$ cat config.mk
export PLATFORM = sky130hd
export DESIGN_NAME = led_command_scroll_converter_top
export DESIGN_NICKNAME = d
export VERILOG_FILES = /design/src/design/lcsc_pkg.sv /design/src/design/led_command_scroll_converter_top.sv
export SDC_FILE = /design/constraint.sdc
export NUM_CORES = 1
export LEC_CHECK = 0
export ABC_CLOCK_PERIOD_IN_PS = 4250
export BUFFER_PORTS_ARGS = -buffer_cell sky130_fd_sc_hd__buf_2
export CORE_MARGIN = 4
export CORE_UTILIZATION = 50
export CTS_BUF_LIST = sky130_fd_sc_hd__clkbuf_4 sky130_fd_sc_hd__clkbuf_8 sky130_fd_sc_hd__clkbuf_16
export DETAILED_ROUTE_END_ITERATION = 7
export PLACE_DENSITY_LB_ADDON = 0.12
export SYNTH_ARGS = -nofsm -noshare
export SYNTH_HDL_FRONTEND = slang
export SYNTH_SLANG_ARGS = --single-unit
$ cat constraint.sdc
create_clock -name clk -period 4.25 [get_ports clk]
set_input_delay 0.425 -clock clk [delete_from_list [all_inputs] [get_ports clk]]
set_output_delay 0.425 -clock clk [all_outputs]
set_load 0.05 [all_outputs]
$ cat src/design/lcsc_pkg.sv
// Shared codes for the lock-light command scroll converter.
// No dependencies; imported by the top level and its checker.
`default_nettype none

package lcsc_pkg;

    // Item kinds carried in the input tuser field
    localparam logic [1:0] OP_MOTION = 2'd0;
    localparam logic [1:0] OP_LIGHTS = 2'd1;
    localparam logic [1:0] OP_TICK   = 2'd2;

    // Configuration register indexes
    localparam logic [1:0] REG_WINDOW_TICKS = 2'd0;
    localparam logic [1:0] REG_H_THRESHOLD  = 2'd1;
    localparam logic [1:0] REG_V_THRESHOLD  = 2'd2;

    // Reset values of the configuration registers
    localparam logic [7:0] WINDOW_TICKS_RESET = 8'd25;
    localparam logic [6:0] H_THRESHOLD_RESET  = 7'd60;
    localparam logic [6:0] V_THRESHOLD_RESET  = 7'd15;

    // Commands decoded when a window closes
    localparam logic [1:0] CMD_NONE    = 2'b00;
    localparam logic [1:0] CMD_SCROLL  = 2'b01;
    localparam logic [1:0] CMD_DPI     = 2'b10;
    localparam logic [1:0] CMD_RESTART = 2'b11;

    // Wheel step codes, two-bit signed
    localparam logic [1:0] STEP_ZERO = 2'b00;
    localparam logic [1:0] STEP_PLUS = 2'b01;
    localparam logic [1:0] STEP_MINUS = 2'b11;

    // Field positions in the result tdata
    localparam int OUT_PX_LSB    = 0;
    localparam int OUT_PY_LSB    = 8;
    localparam int OUT_WH_LSB    = 16;
    localparam int OUT_WV_LSB    = 18;
    localparam int OUT_MODE_BIT  = 20;
    localparam int OUT_DPI_BIT   = 21;
    localparam int OUT_RESET_BIT = 22;

endpackage

`default_nettype wire

$ cat src/design/led_command_scroll_converter_top.sv
// Top level of the lock-light command scroll converter.
// Depends on lcsc_pkg for item kinds, command codes and register indexes.
`default_nettype none

// Converts pointer motion into wheel steps while scroll mode is on, and
// decodes commands that the host signals by toggling the num and caps lock
// lights inside a timed window. Every accepted item yields exactly one
// result item. The state update and the result are computed from the input
// item and the state in a single step and land in one output register, so a
// new item is accepted in every cycle as long as the output register is
// empty or being taken (s_axis_tready is low only while a result waits and
// m_axis_tready is low). The result is registered and is valid in the cycle
// after its item is accepted. Configuration writes take effect at the next
// edge and must be made while no item is in flight. Operation code 3 is
// ignored and gives a result with only scroll_mode set to the current mode.
// After reset both previous lock lights are taken as off.
module led_command_scroll_converter_top (
    input  wire logic        clk,
    input  wire logic        rst_n,
    // Configuration write port
    input  wire logic        cfg_we,
    input  wire logic [1:0]  cfg_index,
    input  wire logic [7:0]  cfg_data,
    // Input items
    input  wire logic        s_axis_tvalid,
    output logic             s_axis_tready,
    input  wire logic [23:0] s_axis_tdata,  // motion_x[7:0], motion_y[15:8],
                                            // num_light[16], caps_light[17], zero pad
    input  wire logic [1:0]  s_axis_tuser,  // operation[1:0]
    // Result items
    output logic             m_axis_tvalid,
    input  wire logic        m_axis_tready,
    output logic [23:0]      m_axis_tdata   // pointer_x[7:0], pointer_y[15:8],
                                            // wheel_h[17:16], wheel_v[19:18],
                                            // scroll_mode[20], dpi_cycle_pulse[21],
                                            // reset_pulse[22], zero pad
);
    import lcsc_pkg::*;

    // Configuration
    logic [7:0] window_ticks_reg;
    logic [6:0] h_threshold_reg;
    logic [6:0] v_threshold_reg;

    // Converter state
    logic       scroll_on_reg,     scroll_on_next;
    logic       prev_num_reg,      prev_num_next;
    logic       prev_caps_reg,     prev_caps_next;
    logic       window_open_reg,   window_open_next;
    logic [7:0] window_left_reg,   window_left_next;
    logic       num_odd_reg,       num_odd_next;
    logic       caps_odd_reg,      caps_odd_next;
    logic [1:0] command_reg,       command_next;
    logic [7:0] accum_x_reg,       accum_x_next;
    logic [7:0] accum_y_reg,       accum_y_next;

    // Output register
    logic        out_valid_reg;
    logic [23:0] out_data_reg, out_data_next;

    // Input fields
    logic [7:0] motion_x;
    logic [7:0] motion_y;
    logic       num_light;
    logic       caps_light;

    // Datapath intermediates
    logic [7:0]        sum_x, sum_y;
    logic signed [8:0] sum_x_wide, sum_y_wide;
    logic signed [8:0] thr_h_wide, thr_v_wide;
    logic              x_pos, x_neg, y_pos, y_neg;
    logic              num_change, caps_change;
    logic [7:0]        px, py;
    logic [1:0]        wheel_h, wheel_v;
    logic              dpi_pulse, reset_pulse;
    logic              accept;

    assign motion_x   = s_axis_tdata[7:0];
    assign motion_y   = s_axis_tdata[15:8];
    assign num_light  = s_axis_tdata[16];
    assign caps_light = s_axis_tdata[17];

    // Accept while the output register is empty or drains in this cycle
    assign s_axis_tready = !out_valid_reg || m_axis_tready;
    assign accept        = s_axis_tvalid && s_axis_tready;
    assign m_axis_tvalid = out_valid_reg;
    assign m_axis_tdata  = out_data_reg;

    // Wrapping 8-bit accumulation and signed threshold compares
    assign sum_x      = accum_x_reg + motion_x;
    assign sum_y      = accum_y_reg + motion_y;
    assign sum_x_wide = $signed({sum_x[7], sum_x});
    assign sum_y_wide = $signed({sum_y[7], sum_y});
    assign thr_h_wide = $signed({2'b00, h_threshold_reg});
    assign thr_v_wide = $signed({2'b00, v_threshold_reg});
    assign x_pos      = sum_x_wide > thr_h_wide;
    assign x_neg      = sum_x_wide < -thr_h_wide;
    assign y_pos      = sum_y_wide > thr_v_wide;
    assign y_neg      = sum_y_wide < -thr_v_wide;

    assign num_change  = num_light ^ prev_num_reg;
    assign caps_change = caps_light ^ prev_caps_reg;

    always_comb
    begin
        scroll_on_next   = scroll_on_reg;
        prev_num_next    = prev_num_reg;
        prev_caps_next   = prev_caps_reg;
        window_open_next = window_open_reg;
        window_left_next = window_left_reg;
        num_odd_next     = num_odd_reg;
        caps_odd_next    = caps_odd_reg;
        command_next     = command_reg;
        accum_x_next     = accum_x_reg;
        accum_y_next     = accum_y_reg;
        px               = 8'd0;
        py               = 8'd0;
        wheel_h          = STEP_ZERO;
        wheel_v          = STEP_ZERO;
        dpi_pulse        = 1'b0;
        reset_pulse      = 1'b0;

        case (s_axis_tuser)
            OP_MOTION:
            begin
                if (scroll_on_reg)
                begin
                    // Step and clear an axis on a crossing, else keep the sum
                    accum_x_next = (x_pos || x_neg) ? 8'd0 : sum_x;
                    accum_y_next = (y_pos || y_neg) ? 8'd0 : sum_y;
                    // Horizontal steps are inverted relative to motion
                    if (x_pos)
                        wheel_h = STEP_MINUS;
                    else if (x_neg)
                        wheel_h = STEP_PLUS;
                    if (y_pos)
                        wheel_v = STEP_PLUS;
                    else if (y_neg)
                        wheel_v = STEP_MINUS;
                end
                else
                begin
                    px = motion_x;
                    py = motion_y;
                end
            end
            OP_LIGHTS:
            begin
                // Open a window on the first light update
                if (!window_open_reg)
                begin
                    window_open_next = 1'b1;
                    window_left_next = window_ticks_reg;
                end
                // Every second toggle of a light sets its command bit
                if (num_change)
                    num_odd_next = !num_odd_reg;
                if (caps_change)
                    caps_odd_next = !caps_odd_reg;
                command_next = command_reg |
                               {caps_change && caps_odd_reg, num_change && num_odd_reg};
                prev_num_next  = num_light;
                prev_caps_next = caps_light;
            end
            OP_TICK:
            begin
                if (window_open_reg)
                begin
                    if (window_left_reg <= 8'd1)
                    begin
                        // Window closes: decode and clear
                        unique case (command_reg)
                            CMD_NONE:    ;
                            CMD_SCROLL:  scroll_on_next = !scroll_on_reg;
                            CMD_DPI:     dpi_pulse = 1'b1;
                            CMD_RESTART: reset_pulse = 1'b1;
                            default:     ;
                        endcase
                        command_next     = CMD_NONE;
                        num_odd_next     = 1'b0;
                        caps_odd_next    = 1'b0;
                        window_open_next = 1'b0;
                        window_left_next = 8'd0;
                    end
                    else
                    begin
                        window_left_next = window_left_reg - 8'd1;
                    end
                end
            end
            default:
            begin
                // Unused kind: state holds, result carries only the mode
            end
        endcase

        out_data_next                = 24'd0;
        out_data_next[OUT_PX_LSB +: 8] = px;
        out_data_next[OUT_PY_LSB +: 8] = py;
        out_data_next[OUT_WH_LSB +: 2] = wheel_h;
        out_data_next[OUT_WV_LSB +: 2] = wheel_v;
        out_data_next[OUT_MODE_BIT]    = scroll_on_next;
        out_data_next[OUT_DPI_BIT]     = dpi_pulse;
        out_data_next[OUT_RESET_BIT]   = reset_pulse;
    end

    // Configuration registers
    always_ff @(posedge clk or negedge rst_n)
    begin
        if (!rst_n)
        begin
            window_ticks_reg <= WINDOW_TICKS_RESET;
            h_threshold_reg  <= H_THRESHOLD_RESET;
            v_threshold_reg  <= V_THRESHOLD_RESET;
        end
        else if (cfg_we)
        begin
            unique case (cfg_index)
                REG_WINDOW_TICKS: window_ticks_reg <= cfg_data;
                REG_H_THRESHOLD:  h_threshold_reg  <= cfg_data[6:0];
                REG_V_THRESHOLD:  v_threshold_reg  <= cfg_data[6:0];
                default:          ;
            endcase
        end
    end

    // State advances only on an accepted item; output valid sets on one and clears when taken
    always_ff @(posedge clk or negedge rst_n)
    begin
        if (!rst_n)
        begin
            scroll_on_reg   <= 1'b0;
            prev_num_reg    <= 1'b0;
            prev_caps_reg   <= 1'b0;
            window_open_reg <= 1'b0;
            window_left_reg <= 8'd0;
            num_odd_reg     <= 1'b0;
            caps_odd_reg    <= 1'b0;
            command_reg     <= CMD_NONE;
            accum_x_reg     <= 8'd0;
            accum_y_reg     <= 8'd0;
            out_valid_reg   <= 1'b0;
        end
        else
        begin
            if (accept)
            begin
                scroll_on_reg   <= scroll_on_next;
                prev_num_reg    <= prev_num_next;
                prev_caps_reg   <= prev_caps_next;
                window_open_reg <= window_open_next;
                window_left_reg <= window_left_next;
                num_odd_reg     <= num_odd_next;
                caps_odd_reg    <= caps_odd_next;
                command_reg     <= command_next;
                accum_x_reg     <= accum_x_next;
                accum_y_reg     <= accum_y_next;
                out_valid_reg   <= 1'b1;
            end
            else if (m_axis_tready)
            begin
                out_valid_reg <= 1'b0;
            end
        end
    end

    // Result payload: load on accept, hold otherwise
    always_ff @(posedge clk)
    begin
        if (accept)
            out_data_reg <= out_data_next;
    end

endmodule

`default_nettype wire

==> results of run 1 <==
-- cell usage after synthesis, types with 4 or more instances --
cell type / count / share of area
sky130_fd_sc_hd__a211oi_1: 4 / 0.0062
sky130_fd_sc_hd__a21o_1: 4 / 0.0062
sky130_fd_sc_hd__a21oi_1: 24 / 0.025
sky130_fd_sc_hd__a22o_1: 13 / 0.023
sky130_fd_sc_hd__a32o_1: 6 / 0.012
sky130_fd_sc_hd__and2_1: 21 / 0.027
sky130_fd_sc_hd__and3_1: 4 / 0.0052
sky130_fd_sc_hd__clkbuf_1: 5 / 0.0039
sky130_fd_sc_hd__dfrtp_1: 44 / 0.23
sky130_fd_sc_hd__dfstp_2: 11 / 0.060
sky130_fd_sc_hd__edfxtp_1: 23 / 0.14
sky130_fd_sc_hd__ha_1: 44 / 0.11
sky130_fd_sc_hd__inv_1: 36 / 0.028
sky130_fd_sc_hd__mux2_2: 22 / 0.051
sky130_fd_sc_hd__nand2_1: 21 / 0.016
sky130_fd_sc_hd__nand2b_1: 5 / 0.0065
sky130_fd_sc_hd__nand3_1: 4 / 0.0041
sky130_fd_sc_hd__nor2_1: 31 / 0.024
sky130_fd_sc_hd__nor2b_1: 7 / 0.0090
sky130_fd_sc_hd__nor3_1: 10 / 0.010
sky130_fd_sc_hd__nor3b_1: 4 / 0.0062
sky130_fd_sc_hd__o211ai_1: 4 / 0.0062
sky130_fd_sc_hd__o21a_1: 7 / 0.011
sky130_fd_sc_hd__o21ai_0: 21 / 0.022
sky130_fd_sc_hd__o22ai_1: 4 / 0.0052
sky130_fd_sc_hd__or3_1: 6 / 0.0077
sky130_fd_sc_hd__xnor2_1: 15 / 0.027
sky130_fd_sc_hd__xor2_1: 9 / 0.016
-- stage by stage --
stage / std cells / hold slack, ns / power [W] / cell area [um2]
after floorplan: 457 / 0.1294 / 0.001798 / 4846
after global placement: 643 / 0.4799 / 0.002000 / 5300
after detailed placement: 643 / 0.4749 / 0.002040 / 5300
after CTS: 658 / 0.2253 / 0.002653 / 5512
after global routing: 658 / 0.2670 / 0.002839 / 5512
final: 658 / 0.2194 / 0.002635 / 5512
-- logic make-up after synthesis --
group | Yosys count
AOI/OAI and AO/OA | 115
xor gates and xnor gates | 24
adders and majority gates | 47
buffers and inverters | 43
DFF | 78
muxes | 24
other | 1
and+or+nand+nor | 125
-- layer usage --
metal  vias to the layer above  global-route usage
met1                      1697              0.2462
met4                         0             0.06484
li1                       1796                   -
met5                         -                   0
met2                        55              0.2896
met3                        10             0.03279
-- cell usage in the layout (no fill, tap or decap), types with 10 or more instances in the layout --
cell type | netlist | routed
sky130_fd_sc_hd__a22o_1 | 13 | 13
sky130_fd_sc_hd__xnor2_1 | 15 | 15
sky130_fd_sc_hd__a21oi_1 | 24 | 24
sky130_fd_sc_hd__buf_2 | 0 | 59
sky130_fd_sc_hd__mux2_2 | 22 | 22
sky130_fd_sc_hd__dfstp_2 | 11 | 11
sky130_fd_sc_hd__and2_1 | 21 | 21
sky130_fd_sc_hd__o21ai_0 | 21 | 21
sky130_fd_sc_hd__clkbuf_8 | 1 | 10
sky130_fd_sc_hd__nand2_1 | 21 | 21
sky130_fd_sc_hd__edfxtp_1 | 23 | 23
sky130_fd_sc_hd__ha_1 | 44 | 44
sky130_fd_sc_hd__inv_1 | 36 | 36
sky130_fd_sc_hd__nor2_1 | 31 | 31
sky130_fd_sc_hd__dfrtp_1 | 44 | 44
sky130_fd_sc_hd__nor3_1 | 10 | 10
-- power by group through the flow --
| stage | sequential [W] | clock, W | combinational [W] |
|---|---|---|---|
| floorplan | 0.00108 | 0 | 0.000720 |
| global placement | 0.00105 | 0 | 0.000953 |
| detailed placement | 0.00105 | 0 | 0.000987 |
| CTS | 0.00104 | 0.000620 | 0.000994 |
| global route | 0.00106 | 0.000653 | 0.00112 |
| finish | 0.00104 | 0.000604 | 0.000990 |
-- layout make-up --
type	count	area (um2)	area share
multi-input cells	336	2590	0.4699
repair buffers	64	332.8	0.06039
inverters	36	135.1	0.02452
clock buffers	10	137.6	0.02497
clock inverters	5	73.82	0.01339
well taps	129	161.4	0.02928
flip-flops and latches	78	2081	0.3775
-- how the worst min path moves through the flow --
stage	start	slack [ns]	endpoint
5_1_grt	s_axis_tvalid	0.27	m_axis_tvalid$_DFFE_PN0P_
4_1_cts	rst_n	0.23	accum_y_reg[3]$_DFFE_PN0P_
6_report	rst_n	0.22	accum_y_reg[2]$_DFFE_PN0P_
3_3_place_gp	accum_x_reg[0]$_DFFE_PN0P_	0.48	accum_x_reg[0]$_DFFE_PN0P_
3_5_place_dp	window_left_reg[6]$_DFFE_PN0P_	0.47	window_left_reg[6]$_DFFE_PN0P_
2_1_floorplan	rst_n	0.13	accum_x_reg[0]$_DFFE_PN0P_
==> impl_results.html, run 1 <==
<table>
<tr><th>Metric</th><th>Value</th></tr>
<tr><th colspan="2">Run status</th></tr>
<tr><td>Status</td><td>completed</td></tr>
<tr><th colspan="2">Clock tree</th></tr>
<tr><td>Number of H-tree branching levels</td><td>3</td></tr>
<tr><td>Clk Latency, worst-skew pair</td><td>0.35 ns</td></tr>
<tr><td>TritonCTS clock tree</td><td>built</td></tr>
<tr><td>Clock Pin Slew Worst Setup and Hold Paths</td><td>0.08 ns</td></tr>
<tr><td>Num CTS Buffers</td><td>9</td></tr>
<tr><td>CTS Hold Buffers Added</td><td>0</td></tr>
<tr><td>Number of sinks handled by clock tree synthesis</td><td>78</td></tr>
<tr><td>Number of setup buffers added after CTS</td><td>0</td></tr>
<tr><td>Buffer depth of the longest clock path</td><td>2</td></tr>
<tr><td>CTS Root Buffer Type</td><td>sky130_fd_sc_hd__clkbuf_8</td></tr>
<tr><td>Number of resized instances in the post-cts repair step</td><td>0</td></tr>
<tr><th colspan="2">Routing</th></tr>
<tr><td>Met1 wire length</td><td>4740 um</td></tr>
<tr><td>DRT Pass-1 Iters</td><td>4</td></tr>
<tr><td>Number of vias per cell after detailed routing</td><td>5.407</td></tr>
<tr><td>Residual antenna-violating net count after detailed routing</td><td>0</td></tr>
<tr><td>Detailed-route via count</td><td>3558</td></tr>
<tr><td>DR WL met2</td><td>4443 um</td></tr>
<tr><td>DR WL/cell</td><td>14.82 um</td></tr>
<tr><td>Violation count after the first detailed-route iteration</td><td>67</td></tr>
<tr><td>Drc violations</td><td>0</td></tr>
<tr><td>Highest routing layer actually used</td><td>met4</td></tr>
<tr><td>Total wirelength of the detailed-routed design</td><td>9750 um</td></tr>
<tr><td>Met3 wire length</td><td>425 um</td></tr>
<tr><th colspan="2">Floorplan</th></tr>
<tr><td>I/O pin total</td><td>67</td></tr>
<tr><td>Number of rows in the core area</td><td>35</td></tr>
<tr><td>Die Width</td><td>106.4 um</td></tr>
<tr><td>Floorplan die area</td><td>0.01133 mm2</td></tr>
<tr><td>Vertical die dimension</td><td>106.4 um</td></tr>
<tr><td>Starting density of the core</td><td>0.5195</td></tr>
<tr><td>Area of the core</td><td>0.009328 mm2</td></tr>
<tr><th colspan="2">Yosys</th></tr>
<tr><td>Post-synthesis compound-gate area fraction</td><td>0.1753</td></tr>
<tr><td>Synth Area per Inst</td><td>10.60 um2</td></tr>
<tr><td>Gate count after technology mapping</td><td>457</td></tr>
<tr><td>Synthesized netlist net count</td><td>544</td></tr>
<tr><td>EDFF count, synth</td><td>23</td></tr>
<tr><td>Number of storage elements in the synthesis netlist</td><td>78</td></tr>
<tr><td>Mapped Area</td><td>0.004846 mm2</td></tr>
<tr><td>Prevailing post-synth register cell</td><td>sky130_fd_sc_hd__dfrtp_1</td></tr>
<tr><td>Number of warnings reported in the yosys synthesis log</td><td>0</td></tr>
<tr><td>Simple-gate area share of the yosys netlist</td><td>0.1353</td></tr>
<tr><td>Adder-cell share of the synthesized area</td><td>0.1242</td></tr>
<tr><td>Synth async-reset ratio</td><td>0.7051</td></tr>
<tr><td>Sequential element share of the synthesized area</td><td>0.4294</td></tr>
<tr><td>Post-synthesis share of cell area spent on xor and xnor gates</td><td>0.04338</td></tr>
<tr><td>Combinational family with the most area after synthesis</td><td>compound AO/OA/AOI/OAI gates</td></tr>
<tr><td>Count of unique library cells instantiated by Yosys</td><td>62</td></tr>
<tr><td>Multiplexer share of the synthesized area</td><td>0.05551</td></tr>
<tr><th colspan="2">Cells and area</th></tr>
<tr><td>Final Core Density</td><td>0.5909</td></tr>
<tr><td>Inserted Diodes</td><td>0</td></tr>
<tr><td>Net count reported at finish</td><td>612</td></tr>
<tr><td>Number of fill cells</td><td>823</td></tr>
<tr><td>Max reg flops</td><td>23</td></tr>
<tr><td>Area growth from synthesis to final layout</td><td>13.74%</td></tr>
<tr><td>Fraction of layout instances using a drive strength above 1</td><td>0.2325</td></tr>
<tr><th colspan="2">Timing</th></tr>
<tr><td>Final number of hold-violating endpoints</td><td>0</td></tr>
<tr><td>Setup TNS</td><td>0 ns</td></tr>
<tr><td>Max Freq</td><td>0.2706 GHz</td></tr>
<tr><td>Max Transition Viols Final</td><td>0</td></tr>
<tr><td>Share of the clock period used by the worst path after layout</td><td>0.8695</td></tr>
<tr><td>Actual transition at the worst max-transition pin</td><td>0.8214 ns</td></tr>
<tr><td>RSZ-0062 raised after global routing</td><td>false</td></tr>
<tr><td>Min Tclk post-route</td><td>3.695 ns</td></tr>
<tr><td>Max_slew headroom</td><td>0.4513</td></tr>
<tr><td>Final setup margin</td><td>0.5548 ns</td></tr>
<tr><td>Final number of setup-violating endpoints</td><td>0</td></tr>
<tr><td>Max Clock Skew</td><td>0.01012 ns</td></tr>
<tr><th colspan="2">Setup path</th></tr>
<tr><td>FF-to-FF setup slack</td><td>0.55 ns</td></tr>
<tr><td>Cell type with the highest occurrence count on the critical path</td><td>sky130_fd_sc_hd__ha_1</td></tr>
<tr><td>Critical Path Source</td><td>accum_y_reg[0]$_DFFE_PN0P_</td></tr>
<tr><td>CP Data Arrival Time</td><td>3.99 ns</td></tr>
<tr><td>R2R depth</td><td>15</td></tr>
<tr><td>Required time reported for the critical path endpoint</td><td>4.54 ns</td></tr>
<tr><td>Kind of cell with the highest combined delay on the critical path</td><td>compound AO/OA/AOI/OAI gates</td></tr>
<tr><td>Crit path kind</td><td>reg -&gt; reg</td></tr>
<tr><td>Crit. path cell count</td><td>15</td></tr>
<tr><td>Worst reg2reg startpoint</td><td>accum_y_reg[0]$_DFFE_PN0P_</td></tr>
<tr><td>Biggest cell delay along the critical path</td><td>0.43 ns</td></tr>
<tr><td>CP startpoint kind</td><td>flop</td></tr>
<tr><td>Buffers plus inverters on the worst setup path</td><td>1</td></tr>
<tr><td>CP max stage cell</td><td>sky130_fd_sc_hd__fa_1</td></tr>
<tr><td>Worst path cell trace</td><td>ha_1 &gt; fa_1 &gt; nand3_1 &gt; a21oi_1 &gt; o21a_1 &gt; nor2_1 &gt; xnor2_1 &gt; ha_1 &gt; nand2_1 &gt; a2111oi_0 &gt; o22a_1 &gt; o21ai_1 &gt; a211oi_2 &gt; buf_4 &gt; a22o_1</td></tr>
<tr><td>Capture point of the critical path</td><td>accum_y_reg[2]$_DFFE_PN0P_</td></tr>
<tr><td>End of the worst register-to-register path</td><td>accum_y_reg[2]$_DFFE_PN0P_</td></tr>
<tr><td>CP max FO</td><td>5</td></tr>
<tr><td>CP endpoint kind</td><td>flop</td></tr>
<tr><th colspan="2">Power</th></tr>
<tr><td>Switching share of power</td><td>0.3582</td></tr>
<tr><td>P per Cell Area</td><td>478.0 mW/mm2</td></tr>
<tr><td>Sw Pwr</td><td>0.0009437 W</td></tr>
<tr><td>Worst supply voltage drop on vdd</td><td>0.2400 mV</td></tr>
<tr><td>Internal power consumption</td><td>0.001691 W</td></tr>
<tr><td>Leakage Power</td><td>2.527 nW</td></tr>
<tr><td>Proportion of power drawn by combinational gates</td><td>0.376</td></tr>
<tr><td>Clk pwr share</td><td>0.229</td></tr>
<tr><td>Part of the total power dissipated in sequential elements</td><td>0.395</td></tr>
<tr><th colspan="2">Global routing</th></tr>
<tr><td>Overall fraction of global-route tracks in use</td><td>0.1807</td></tr>
<tr><td>Overall overflow remaining after global route</td><td>0</td></tr>
<tr><td>Via count of the first global-routing pass</td><td>3578</td></tr>
<tr><td>First-pass GRT wire length</td><td>16630 um</td></tr>
<tr><td>Pin count of the biggest net entering global routing</td><td>56</td></tr>
<tr><td>Initial antenna violation count</td><td>0</td></tr>
<tr><th colspan="2">Placement</th></tr>
<tr><td>Worst Setup Slack post-DPL</td><td>0.3957 ns</td></tr>
<tr><td>DPL Wire Length</td><td>7629 um</td></tr>
<tr><td>PortBufs</td><td>59</td></tr>
<tr><td>Final Wtd Congestion</td><td>0.8531</td></tr>
<tr><th colspan="2">Flow run</th></tr>
<tr><td>Maximum capacitance violations</td><td>0</td></tr>
<tr><th colspan="2">Worst hold path</th></tr>
<tr><td>Worst min-delay path class</td><td>in -&gt; async</td></tr>
</table>
Note: power is estimated with default switching activity, not from simulation.
==> inputs of run 2 (changes only) <==
Settings changed: CORE_ASPECT_RATIO from default to 0.75.
==> impl_results.html, run 2 (same netlist as run 1, synthesis figures left out) <==
<table>
<tr><th>Metric</th><th>Value</th></tr>
<tr><th colspan="2">Setup path</th></tr>
<tr><td>CP max FO</td><td>8</td></tr>
<tr><td>End of the worst register-to-register path</td><td>m_axis_tdata[18]$_SDFFCE_PN0P_</td></tr>
<tr><td>Worst path cell trace</td><td>ha_1 &gt; fa_1 &gt; nand3_1 &gt; a21oi_1 &gt; o21a_1 &gt; nor2_1 &gt; xnor2_1 &gt; ha_1 &gt; nand2_1 &gt; a2111oi_0 &gt; o22a_1 &gt; o22ai_1 &gt; a211oi_2 &gt; buf_4 &gt; nor2_1</td></tr>
<tr><td>Kind of cell with the highest combined delay on the critical path</td><td>compound AO/OA/AOI/OAI gates</td></tr>
<tr><td>R2R depth</td><td>15</td></tr>
<tr><td>CP max stage cell</td><td>sky130_fd_sc_hd__a2111oi_0</td></tr>
<tr><td>CP startpoint kind</td><td>flop</td></tr>
<tr><td>Required time reported for the critical path endpoint</td><td>4.33 ns</td></tr>
<tr><td>Biggest cell delay along the critical path</td><td>0.45 ns</td></tr>
<tr><td>CP Data Arrival Time</td><td>3.83 ns</td></tr>
<tr><td>Crit path kind</td><td>reg -&gt; reg</td></tr>
<tr><td>CP endpoint kind</td><td>flop</td></tr>
<tr><td>FF-to-FF setup slack</td><td>0.50 ns</td></tr>
<tr><td>Buffers plus inverters on the worst setup path</td><td>1</td></tr>
<tr><td>Worst reg2reg startpoint</td><td>accum_y_reg[0]$_DFFE_PN0P_</td></tr>
<tr><th colspan="2">Flow run</th></tr>
<tr><td>Maximum capacitance violations</td><td>0</td></tr>
<tr><th colspan="2">Timing</th></tr>
<tr><td>Final number of hold-violating endpoints</td><td>0</td></tr>
<tr><td>Actual transition at the worst max-transition pin</td><td>0.7804 ns</td></tr>
<tr><td>Final number of setup-violating endpoints</td><td>0</td></tr>
<tr><td>Max Freq</td><td>0.2665 GHz</td></tr>
<tr><td>Max Transition Viols Final</td><td>0</td></tr>
<tr><td>Min Tclk post-route</td><td>3.752 ns</td></tr>
<tr><td>RSZ-0062 raised after global routing</td><td>false</td></tr>
<tr><td>Max Clock Skew</td><td>0.007558 ns</td></tr>
<tr><td>Worst-case hold slack</td><td>0.1318 ns</td></tr>
<tr><td>Max_slew headroom</td><td>0.4787</td></tr>
<tr><td>Share of the clock period used by the worst path after layout</td><td>0.8827</td></tr>
<tr><td>Final setup margin</td><td>0.4983 ns</td></tr>
<tr><td>Setup TNS</td><td>0 ns</td></tr>
<tr><th colspan="2">Cells and area</th></tr>
<tr><td>Design area</td><td>0.005639 mm2</td></tr>
<tr><td>Net count reported at finish</td><td>612</td></tr>
<tr><td>Final non-filler cell total</td><td>658</td></tr>
<tr><td>Inserted Diodes</td><td>0</td></tr>
<tr><td>Most frequent standard cell in the layout excluding fill and tap cells</td><td>sky130_fd_sc_hd__buf_2</td></tr>
<tr><td>Fraction of layout instances using a drive strength above 1</td><td>0.2340</td></tr>
<tr><td>Most frequent cells in the layout</td><td>sky130_fd_sc_hd__buf_2, sky130_fd_sc_hd__ha_1, sky130_fd_sc_hd__dfrtp_1, sky130_fd_sc_hd__inv_1, sky130_fd_sc_hd__nor2_1</td></tr>
<tr><td>Area growth from synthesis to final layout</td><td>16.37%</td></tr>
<tr><td>Max reg flops</td><td>23</td></tr>
<tr><th colspan="2">Routing</th></tr>
<tr><td>Violation count after the first detailed-route iteration</td><td>177</td></tr>
<tr><td>Drc violations</td><td>0</td></tr>
<tr><td>DRT Pass-1 Iters</td><td>5</td></tr>
<tr><td>DR WL/cell</td><td>15.92 um</td></tr>
<tr><td>Total wirelength of the detailed-routed design</td><td>10470 um</td></tr>
<tr><td>Number of vias per cell after detailed routing</td><td>5.649</td></tr>
<tr><td>Residual antenna-violating net count after detailed routing</td><td>0</td></tr>
<tr><td>Detailed-route via count</td><td>3717</td></tr>
<tr><th colspan="2">Clock tree</th></tr>
<tr><td>Clock Pin Slew Worst Setup and Hold Paths</td><td>0.06 ns</td></tr>
<tr><td>Buffer depth of the longest clock path</td><td>2</td></tr>
<tr><td>TritonCTS clock tree</td><td>built</td></tr>
<tr><td>Num CTS Buffers</td><td>9</td></tr>
<tr><td>Number of resized instances in the post-cts repair step</td><td>0</td></tr>
<tr><td>CTS Hold Buffers Added</td><td>0</td></tr>
<tr><td>Number of setup buffers added after CTS</td><td>0</td></tr>
<tr><td>CTS Root Buffer Type</td><td>sky130_fd_sc_hd__clkbuf_16</td></tr>
<tr><td>Number of H-tree branching levels</td><td>3</td></tr>
<tr><td>Number of sinks handled by clock tree synthesis</td><td>78</td></tr>
<tr><td>Clk Latency, worst-skew pair</td><td>0.33 ns</td></tr>
<tr><th colspan="2">Global routing</th></tr>
<tr><td>Initial antenna violation count</td><td>0</td></tr>
<tr><td>Via count of the first global-routing pass</td><td>3739</td></tr>
<tr><td>Pin count of the biggest net entering global routing</td><td>31</td></tr>
<tr><td>Overall overflow remaining after global route</td><td>0</td></tr>
<tr><td>Overall fraction of global-route tracks in use</td><td>0.2021</td></tr>
<tr><td>First-pass GRT wire length</td><td>18250 um</td></tr>
<tr><th colspan="2">Power</th></tr>
<tr><td>P per Cell Area</td><td>519.2 mW/mm2</td></tr>
<tr><td>Leakage Power</td><td>2.586 nW</td></tr>
<tr><td>Worst supply voltage drop on vdd</td><td>0.2867 mV</td></tr>
<tr><th colspan="2">Placement</th></tr>
<tr><td>PortBufs</td><td>59</td></tr>
<tr><td>Final Wtd Congestion</td><td>0.8435</td></tr>
<tr><td>Worst Setup Slack post-DPL</td><td>0.4586 ns</td></tr>
<tr><td>Placed Cells</td><td>642</td></tr>
<tr><td>Placed instance area</td><td>0.005299 mm2</td></tr>
<tr><td>DPL Wire Length</td><td>8180 um</td></tr>
<tr><th colspan="2">Floorplan</th></tr>
<tr><td>I/O pin total</td><td>67</td></tr>
<tr><td>Floorplan die area</td><td>0.01135 mm2</td></tr>
<tr><td>Vertical die dimension</td><td>93.26 um</td></tr>
<tr><td>Die Width</td><td>121.7 um</td></tr>
<tr><td>Number of rows in the core area</td><td>30</td></tr>
<tr><td>Area of the core</td><td>0.009234 mm2</td></tr>
<tr><td>Starting density of the core</td><td>0.5248</td></tr>
<tr><th colspan="2">Worst hold path</th></tr>
<tr><td>Worst min-delay path class</td><td>in -&gt; async</td></tr>
<tr><th colspan="2">Run status</th></tr>
<tr><td>Status</td><td>completed</td></tr>
</table>
[run 2: cell count changes in the layout (fill, tap and decap cells not counted), sizes merged]
| cell | delta |
|---|---|
| bufinv | +1 |
| clkinv | -1 |
| inv | +1 |
[run 2: how the worst max path moves through the flow]
stage                                from                        endpoint  slack (ns)  cells past startpoint
2_1_floorplan             s_axis_tdata[8]  m_axis_tdata[18]$_SDFFCE_PN0P_        0.90                     14
3_3_place_gp              s_axis_tdata[8]  m_axis_tdata[18]$_SDFFCE_PN0P_        0.53                     16
3_5_place_dp              s_axis_tdata[8]  m_axis_tdata[18]$_SDFFCE_PN0P_        0.46                     16
4_1_cts        accum_y_reg[0]$_DFFE_PN0P_  m_axis_tdata[18]$_SDFFCE_PN0P_        0.58                     15
5_1_grt        accum_y_reg[0]$_DFFE_PN0P_  m_axis_tdata[18]$_SDFFCE_PN0P_        0.15                     15
6_report       accum_y_reg[0]$_DFFE_PN0P_  m_axis_tdata[18]$_SDFFCE_PN0P_        0.50                     15
[run 2: layout make-up]
type	instances	area, um2
fillers	827	3595
repair buffers	64	332.8
clock buffers	10	232.7
well taps	128	160.2
clock inverters	6	107.6
inverters	36	135.1
flip-flops and latches	78	2081
multi-input cells	336	2590
[run 2: where the power goes]
| group | switching (W) | total [W] | internal, W | leakage (nW) |
|---|---|---|---|---|
| Clock | 0.000295 | 0.000874 | 0.000579 | 0.168 |
| Combinational | 0.000583 | 0.00101 | 0.000425 | 1.52 |
| Sequential | 0.000118 | 0.00105 | 0.000928 | 0.899 |
[run 2: stage by stage]
stage / util / total power [W]
after detailed placement: 0.5738 / 0.002056
after global placement: 0.5738 / 0.002009
final: 0.6107 / 0.002928
after floorplan: - / 0.001798
after global routing: 0.6107 / 0.003144
after CTS: 0.6107 / 0.002946
[run 2: routing by layer]
layer,part of all wire,wire [um],track usage
met5,0,0,0
met4,0.014,142,0.05410
met3,0.064,671,0.05744
met1,0.49,5087,0.2896
met2,0.44,4573,0.3007
